--- src/sv/pss_pkg.sv ---
// shared constants and helpers for the pot speed stepper sequencer
package pss_pkg;

    // converter resolution and phase count
    localparam int ADC_BITS    = 10;
    localparam int PHASE_COUNT = 4;

    // field widths and the widths derived from them
    localparam int PERIOD_W = 12;
    localparam int BAND_W   = 8;
    localparam int PHASE_W  = (PHASE_COUNT > 2) ? $clog2(PHASE_COUNT) : 1;
    localparam int COIL_W   = 4;
    localparam int PROD_W   = PERIOD_W + ADC_BITS;
    localparam int IN_DATA_W  = ((ADC_BITS + 7) / 8) * 8;
    localparam int OUT_FLD_W  = COIL_W + PERIOD_W + 1;
    localparam int OUT_DATA_W = ((OUT_FLD_W + 7) / 8) * 8;

    // full scale of the converter
    localparam logic [ADC_BITS-1:0] ADC_FULL = {ADC_BITS{1'b1}};

    // register reset values
    localparam logic [PERIOD_W-1:0] MIN_PERIOD_RST = PERIOD_W'(374);
    localparam logic [PERIOD_W-1:0] MAX_PERIOD_RST = PERIOD_W'(3749);
    localparam logic [BAND_W-1:0]   DEAD_BAND_RST  = BAND_W'(15);

    // configuration register indexes
    localparam int CFG_IDX_W = 2;
    localparam logic [CFG_IDX_W-1:0] REG_MIN_PERIOD = 2'd0;
    localparam logic [CFG_IDX_W-1:0] REG_MAX_PERIOD = 2'd1;
    localparam logic [CFG_IDX_W-1:0] REG_DEAD_BAND  = 2'd2;

    // item kinds carried in tuser
    localparam logic CMD_SAMPLE = 1'b0;
    localparam logic CMD_TICK   = 1'b1;

    // one-hot coil drive, phases past the fourth drive nothing
    function automatic logic [COIL_W-1:0] coil_decode(input logic [PHASE_W-1:0] phase);
        logic [COIL_W-1:0] pat;
        pat = '0;
        for (int i = 0; i < COIL_W; i++) begin
            if (int'(phase) == i) pat[i] = 1'b1;
        end
        return pat;
    endfunction

endpackage

--- src/sv/pot_speed_stepper_sequencer.sv ---
// pot speed stepper sequencer: sample to period mapping, tick counter, coil phase
// Throughput: one word per cycle; a three-stage pipeline (product, quotient,
// state update) feeds an output register, and stalls only back up from m_tready.
// Reset: asynchronous active low; configuration and state registers return to their
// reset values, period 374, tick count zero, phase at the first coil, and the pipeline empties.
module pot_speed_stepper_sequencer
(
    input  logic                              clk,
    input  logic                              rst_n,
    // configuration write port
    input  logic                              cfg_wr_en,
    input  logic [pss_pkg::CFG_IDX_W-1:0]     cfg_index,
    input  logic [pss_pkg::PERIOD_W-1:0]      cfg_wdata,
    // input stream
    input  logic                              s_tvalid,
    output logic                              s_tready,
    input  logic [pss_pkg::IN_DATA_W-1:0]     s_tdata,   // adc_sample, zero pad
    input  logic                              s_tuser,   // command
    // result stream
    output logic                              m_tvalid,
    input  logic                              m_tready,
    output logic [pss_pkg::OUT_DATA_W-1:0]    m_tdata    // coil_pattern, period_in_use, stepped, zero pad
);

    localparam int AB = pss_pkg::ADC_BITS;
    localparam int PW = pss_pkg::PERIOD_W;
    localparam int XW = pss_pkg::PROD_W;

    // configuration registers
    logic [PW-1:0]                 min_period_reg;
    logic [PW-1:0]                 max_period_reg;
    logic [pss_pkg::BAND_W-1:0]    dead_band_reg;

    // pipeline valids
    logic v1_reg, v2_reg, v3_reg, ov_reg;
    logic ld1, ld2, ld3, ld_o;

    // stage payloads
    logic          cmd1_reg, cmd2_reg, cmd3_reg;
    logic [AB-1:0] smp1_reg;
    logic [XW-1:0] prod2_reg;
    logic          up2_reg;
    logic [PW-1:0] cand3_reg;

    // block state
    logic [PW-1:0]                  step_period_reg, step_period_next;
    logic [PW-1:0]                  tick_count_reg, tick_count_next;
    logic [pss_pkg::PHASE_W-1:0]    coil_phase_reg, coil_phase_next;
    logic                           stepped_next;

    // result register
    logic [pss_pkg::COIL_W-1:0]     coil_out_reg;
    logic [PW-1:0]                  period_out_reg;
    logic                           stepped_out_reg;

    // configuration writes
    always_ff @(posedge clk or negedge rst_n)
    begin
        if (!rst_n)
        begin
            min_period_reg <= pss_pkg::MIN_PERIOD_RST;
            max_period_reg <= pss_pkg::MAX_PERIOD_RST;
            dead_band_reg  <= pss_pkg::DEAD_BAND_RST;
        end
        else if (cfg_wr_en)
        begin
            case (cfg_index)
                pss_pkg::REG_MIN_PERIOD: min_period_reg <= cfg_wdata;
                pss_pkg::REG_MAX_PERIOD: max_period_reg <= cfg_wdata;
                pss_pkg::REG_DEAD_BAND:  dead_band_reg  <= cfg_wdata[pss_pkg::BAND_W-1:0];
                default: ;
            endcase
        end
    end

    // stage load enables, each stage moves when the next one has room
    assign ld_o     = !ov_reg || m_tready;
    assign ld3      = !v3_reg || ld_o;
    assign ld2      = !v2_reg || ld3;
    assign ld1      = !v1_reg || ld2;
    assign s_tready = ld1;

    always_ff @(posedge clk or negedge rst_n)
    begin
        if (!rst_n)
        begin
            v1_reg <= 1'b0;
            v2_reg <= 1'b0;
            v3_reg <= 1'b0;
            ov_reg <= 1'b0;
        end
        else
        begin
            if (ld1) v1_reg <= s_tvalid;
            if (ld2) v2_reg <= v1_reg;
            if (ld3) v3_reg <= v2_reg;
            if (ld_o) ov_reg <= v3_reg;
        end
    end

    // stage 1 to 2: span times sample
    logic          up_dir;
    logic [PW-1:0] span;
    assign up_dir = (max_period_reg >= min_period_reg);
    assign span   = up_dir ? (max_period_reg - min_period_reg)
                           : (min_period_reg - max_period_reg);

    // stage 2 to 3: divide by full scale, reciprocal estimate plus one correction
    logic [XW:0]   q_sum;
    logic [PW:0]   q_est;
    logic [XW:0]   q_back;
    logic [XW:0]   q_rem;
    logic [PW-1:0] q_fin;
    logic [PW-1:0] cand;
    always_comb
    begin
        q_sum  = {1'b0, prod2_reg} + {1'b0, (prod2_reg >> AB)};
        q_est  = q_sum[AB+PW:AB];
        q_back = ((XW+1)'(q_est) << AB) - (XW+1)'(q_est);
        q_rem  = {1'b0, prod2_reg} - q_back;
        if (q_rem >= (XW+1)'(pss_pkg::ADC_FULL))
            q_fin = q_est[PW-1:0] + PW'(1);
        else
            q_fin = q_est[PW-1:0];
        cand = up2_reg ? (min_period_reg + q_fin) : (min_period_reg - q_fin);
    end

    always_ff @(posedge clk)
    begin
        if (ld1)
        begin
            cmd1_reg <= s_tuser;
            smp1_reg <= s_tdata[AB-1:0];
        end
        if (ld2)
        begin
            cmd2_reg  <= cmd1_reg;
            prod2_reg <= XW'(span) * XW'(smp1_reg);
            up2_reg   <= up_dir;
        end
        if (ld3)
        begin
            cmd3_reg  <= cmd2_reg;
            cand3_reg <= cand;
        end
    end

    // stage 3: dead band check, tick count and phase advance
    logic [PW-1:0] diff;
    logic [PW:0]   tick_inc;
    always_comb
    begin
        step_period_next = step_period_reg;
        tick_count_next  = tick_count_reg;
        coil_phase_next  = coil_phase_reg;
        stepped_next     = 1'b0;
        diff     = (cand3_reg >= step_period_reg) ? (cand3_reg - step_period_reg)
                                                  : (step_period_reg - cand3_reg);
        tick_inc = {1'b0, tick_count_reg} + (PW+1)'(1);
        if (cmd3_reg == pss_pkg::CMD_SAMPLE)
        begin
            if (diff >= PW'(dead_band_reg))
            begin
                step_period_next = cand3_reg;
                if (cand3_reg < tick_count_reg)
                    tick_count_next = '0;
            end
        end
        else
        begin
            if (tick_inc >= {1'b0, step_period_reg})
            begin
                tick_count_next = '0;
                stepped_next    = 1'b1;
                if (coil_phase_reg == pss_pkg::PHASE_W'(pss_pkg::PHASE_COUNT - 1))
                    coil_phase_next = '0;
                else
                    coil_phase_next = coil_phase_reg + pss_pkg::PHASE_W'(1);
            end
            else
            begin
                tick_count_next = tick_inc[PW-1:0];
            end
        end
    end

    always_ff @(posedge clk or negedge rst_n)
    begin
        if (!rst_n)
        begin
            step_period_reg <= pss_pkg::MIN_PERIOD_RST;
            tick_count_reg  <= '0;
            coil_phase_reg  <= '0;
        end
        else if (ld_o && v3_reg)
        begin
            step_period_reg <= step_period_next;
            tick_count_reg  <= tick_count_next;
            coil_phase_reg  <= coil_phase_next;
        end
    end

    // result register
    always_ff @(posedge clk)
    begin
        if (ld_o && v3_reg)
        begin
            coil_out_reg    <= pss_pkg::coil_decode(coil_phase_next);
            period_out_reg  <= step_period_next;
            stepped_out_reg <= stepped_next;
        end
    end

    assign m_tvalid = ov_reg;
    assign m_tdata  = pss_pkg::OUT_DATA_W'({stepped_out_reg, period_out_reg, coil_out_reg});

endmodule

--- config.mk ---
export PLATFORM = sky130hd
export DESIGN_NAME = pot_speed_stepper_sequencer
export DESIGN_NICKNAME = d
export VERILOG_FILES = /design/src/sv/pss_pkg.sv /design/src/sv/pot_speed_stepper_sequencer.sv
export SDC_FILE = /design/constraint.sdc
export NUM_CORES = 1
export LEC_CHECK = 0
export ABC_AREA = 1
export BUFFER_PORTS_ARGS = -buffer_cell sky130_fd_sc_hd__buf_4
export CORE_MARGIN = 2
export CORE_UTILIZATION = 42
export CTS_BUF_LIST = sky130_fd_sc_hd__clkbuf_4 sky130_fd_sc_hd__clkbuf_8
export CTS_CLUSTER_SIZE = 10
export DETAILED_ROUTE_END_ITERATION = 8
export GPL_TIMING_DRIVEN = 0
export PLACE_DENSITY = 0.6
export SLEW_MARGIN = 30
export SYNTH_ARGS = -nofsm -noshare
export SYNTH_HDL_FRONTEND = slang
export SYNTH_SLANG_ARGS = --single-unit
--- constraint.sdc ---
create_clock -name clk -period 7.8 [get_ports clk]
set_clock_uncertainty 0.15 [all_clocks]
set_input_delay 0.78 -clock clk [delete_from_list [all_inputs] [get_ports clk]]
set_output_delay 0.78 -clock clk [all_outputs]
set_load 0.005 [all_outputs]
==> impl_metrics.py <==
metrics = {
    "outcome": {
        "status": "completed",
    },
    "grt": {
        "grt_first_pass_wirelength_mm": 62.6,
        "grt_max_degree": 63,
        "grt_usage_pct": 21.3,
        "overflow": 0,
        "first_global_vias": 12661,
        "antenna_found_initial": 0,
    },
    "routing": {
        "wl_per_cell_um": 15.2,
        "wl_mm": 38.4,
        "wl_met3_mm": 1.29,
        "routed-wl-met2_mm": 18.5,
        "vias": 12841,
        "wl_met1_mm": 17.9,
        "via_per_inst": 5.09,
        "drc_errors": 0,
        "drt_iter0_drc": 692,
        "top_layer_used": "met4",
        "ant_nets": 0,
        "dr.pass1.iters": 5,
    },
    "cts": {
        "clkLatencyLatePin_ns": 0.47,
        "cts_buffer_depth": 2,
        "cts_made_buffers": 17,
        "clock-sinks": 127,
        "htreeDepth": 4,
        "cts_root_buf": "clkbuf_8",
        "clk_pin_slew_ns": 0.09,
        "cts_tree": "built",
    },
    "cells_and_area": {
        "fin_cells": 2523,
        "regArea_um2": 3530,
        "final_nets": 2367,
        "multiInputGateArea_um2": 10300,
        "drive_above_1_share_pct": 12.8,
        "antenna_cells": 0,
        "syn2layout_area_growth_pct": 12.4,
        "largest_register_ffs": 22,
        "n_fill_cell": 3514,
        "post-route-util_pct": 47.7,
    },
    "synthesis": {
        "ys.flop_type": "edfxtp_1",
        "yosysUniqueCellTypes": 59,
        "synth-seq-area-share_pct": 23.5,
        "synthArstFlopShare_pct": 48.8,
        "netlist_area_um2": 15000,
        "netlist_instances": 1954,
        "ys_ff_latch": 127,
        "syn_avg_cell_area_um2": 7.69,
        "yosysWarnings": 0,
        "synth-edff-count": 65,
    },
    "critical_path": {
        "ff2ff_path_depth": 46,
        "path_class": "register to register",
        "crit_family": "simple AND/OR/NAND/NOR gates",
        "rrSetupSlack_ns": 0.46,
        "end_kind": "register",
        "crit_fanout": 6,
        "worst_ep_arrival_time_ns": 7.43,
        "r2r-start": "prod2_reg[6]",
        "critical_path.n_buffers_inverters": 5,
        "slowest_stage": "edfxtp_1",
        "critPathMaxStageDelay_ns": 0.44,
        "start_kind": "register",
        "crit_path_start": "prod2_reg[6]",
        "path_common_cell": "nand2_1",
        "critPathRequiredTime_ns": 7.88,
        "r2r-end": "cand3_reg[11]",
    },
    "sta": {
        "final-setup-viol-count": 0,
        "slew_headroom_pct": 35.8,
        "rsz0062_at_grt": "true",
        "finalHoldViolations": 0,
        "tightest_slew_ns": 0.959,
        "max_freq_mhz": 136,
        "fin_ws_ns": 0.457,
        "final_max_slew_viol_count": 0,
        "period_share_pct": 94.1,
        "min_period_ns": 7.34,
    },
    "die": {
        "die_w_um": 193,
        "die_area_um2": 37300,
        "dieHeight_um": 193,
        "io_pins": 62,
        "rows": 69,
        "design.core.area_um2": 35400,
        "start_util_pct": 42.4,
    },
    "min_path": {
        "hold_class": "input port to asynchronous set/reset pin",
    },
    "place": {
        "place_inst": 2469,
        "dpl_worst_slack_ns": -0.577,
        "port_buffers": 48,
        "detailed_place_hpwl_mm": 31.7,
        "finalWeightedCongestion": 0.937,
    },
    "run": {
        "drv_cap": 0,
    },
}
-- cell usage in the layout, fill, tap and decap left out, types with 7 or more instances in the layout --
master        n
nand3_2       7
nor3_1       20
or2_2         7
o21ai_0     111
ha_2         10
a21oi_2      13
conb_1        7
fa_1         82
ha_1        184
o21bai_1      7
dfstp_2      23
inv_1       340
nand2_2      24
xor2_1       59
clkbuf_1     20
buf_4        81
clkbuf_8     18
xnor2_1      25
a31oi_1      12
o21ai_1       9
clkinvlp_4    7
edfxtp_1     65
a21o_1        9
nand3_1      88
inv_2         8
nand4_1      25
clkinv_1      7
nor2_1      150
a21oi_1     119
dfrtp_1      38
nand2_1     382
-- logic make-up after synthesis --
group                    synth area share, %
buffers and inverters                   10.1
adder cells (fa/ha/maj)                 27.6
XOR/XNOR                                5.13
flip-flops                              23.5
multiplexers                           0.200
AO/OA/AOI/OAI                           12.1
AND/OR/NAND/NOR                         21.4
other                                 0.0250
-- worst max path at each step --
stage,end,slack (ns),cells after the start
floorplan,prod2_reg[21],0.68,31
global placement,prod2_reg[21],-0.45,31
detailed placement,prod2_reg[21],-0.58,31
CTS,prod2_reg[20],0.02,42
global route,cand3_reg[10],-0.15,47
finish,cand3_reg[11],0.46,46
-- area by class of cell --
cell class                      instances  share of cell area [%]
Inverter                              356                    7.97
Clock inverter                         14                   0.704
Tap cell                              461                    3.42
Buffer                                 33                    1.00
Sequential cell                       127                    20.9
Multi-Input combinational cell       1439                    61.0
Timing Repair Buffer                   75                    3.53
Clock buffer                           18                    1.47
-- stage by stage --
step	setup TNS (ns)	hold WS [ns]	instance area (µm²)
finish	0	0.0312	16900
CTS	0	0.271	16400
floorplan	0	0.250	15000
global route	-0.343	0.00550	16900
global placement	-1.29	0.312	16000
detailed placement	-1.74	0.324	16000
-- cells in the mapped netlist, drive strengths merged (4+ instances only) --
cell | count | area share (%)
a21boi | 5 | 0.30
a21o | 9 | 0.45
a21oi | 132 | 4.4
a221oi | 4 | 0.23
a31oi | 13 | 0.54
buf | 10 | 0.47
clkbuf | 28 | 0.70
clkinv | 5 | 0.12
dfrtp | 39 | 6.5
dfstp | 23 | 4.0
edfxtp | 65 | 13
fa | 83 | 11
ha | 199 | 17
inv | 351 | 8.8
nand2 | 412 | 11
nand3 | 96 | 3.5
nand4 | 26 | 1.1
nor2 | 158 | 4.1
nor3 | 27 | 1.1
nor4 | 5 | 0.21
o211ai | 6 | 0.30
o21a | 4 | 0.20
o21ai | 127 | 4.4
o21bai | 7 | 0.35
or2 | 8 | 0.33
xnor2 | 25 | 1.5
xor2 | 63 | 3.7
-- metal layers --
metal / track usage, % / vias to the layer above
met5: 0 / -
li1: - / 6511
met1: 28.0 / 6035
met3: 3.10 / 38
met2: 36.7 / 257
met4: 5.57 / 0
-- worst register-to-register path: cells and delay by family, from the launching register on --
kind / cells / cell delay (ns)
simple gates: 28 / 3.06
fa+ha+maj: 5 / 1.69
compound gates: 7 / 1.29
flops: 1 / 0.44
buf+inv: 5 / 0.33
xor+xnor: 1 / 0.14
-- timing repair --
action | in CTS | in global routing
resized for setup | 9 | 79
hold buffers | 0 | 0
setup endpoints to repair | 5 | 12
setup buffers | 2 | 24
pin swaps | 1 | 7
Power is not shown: default switching activity piles up to over one toggle a cycle in this logic, so the estimate is an artifact.
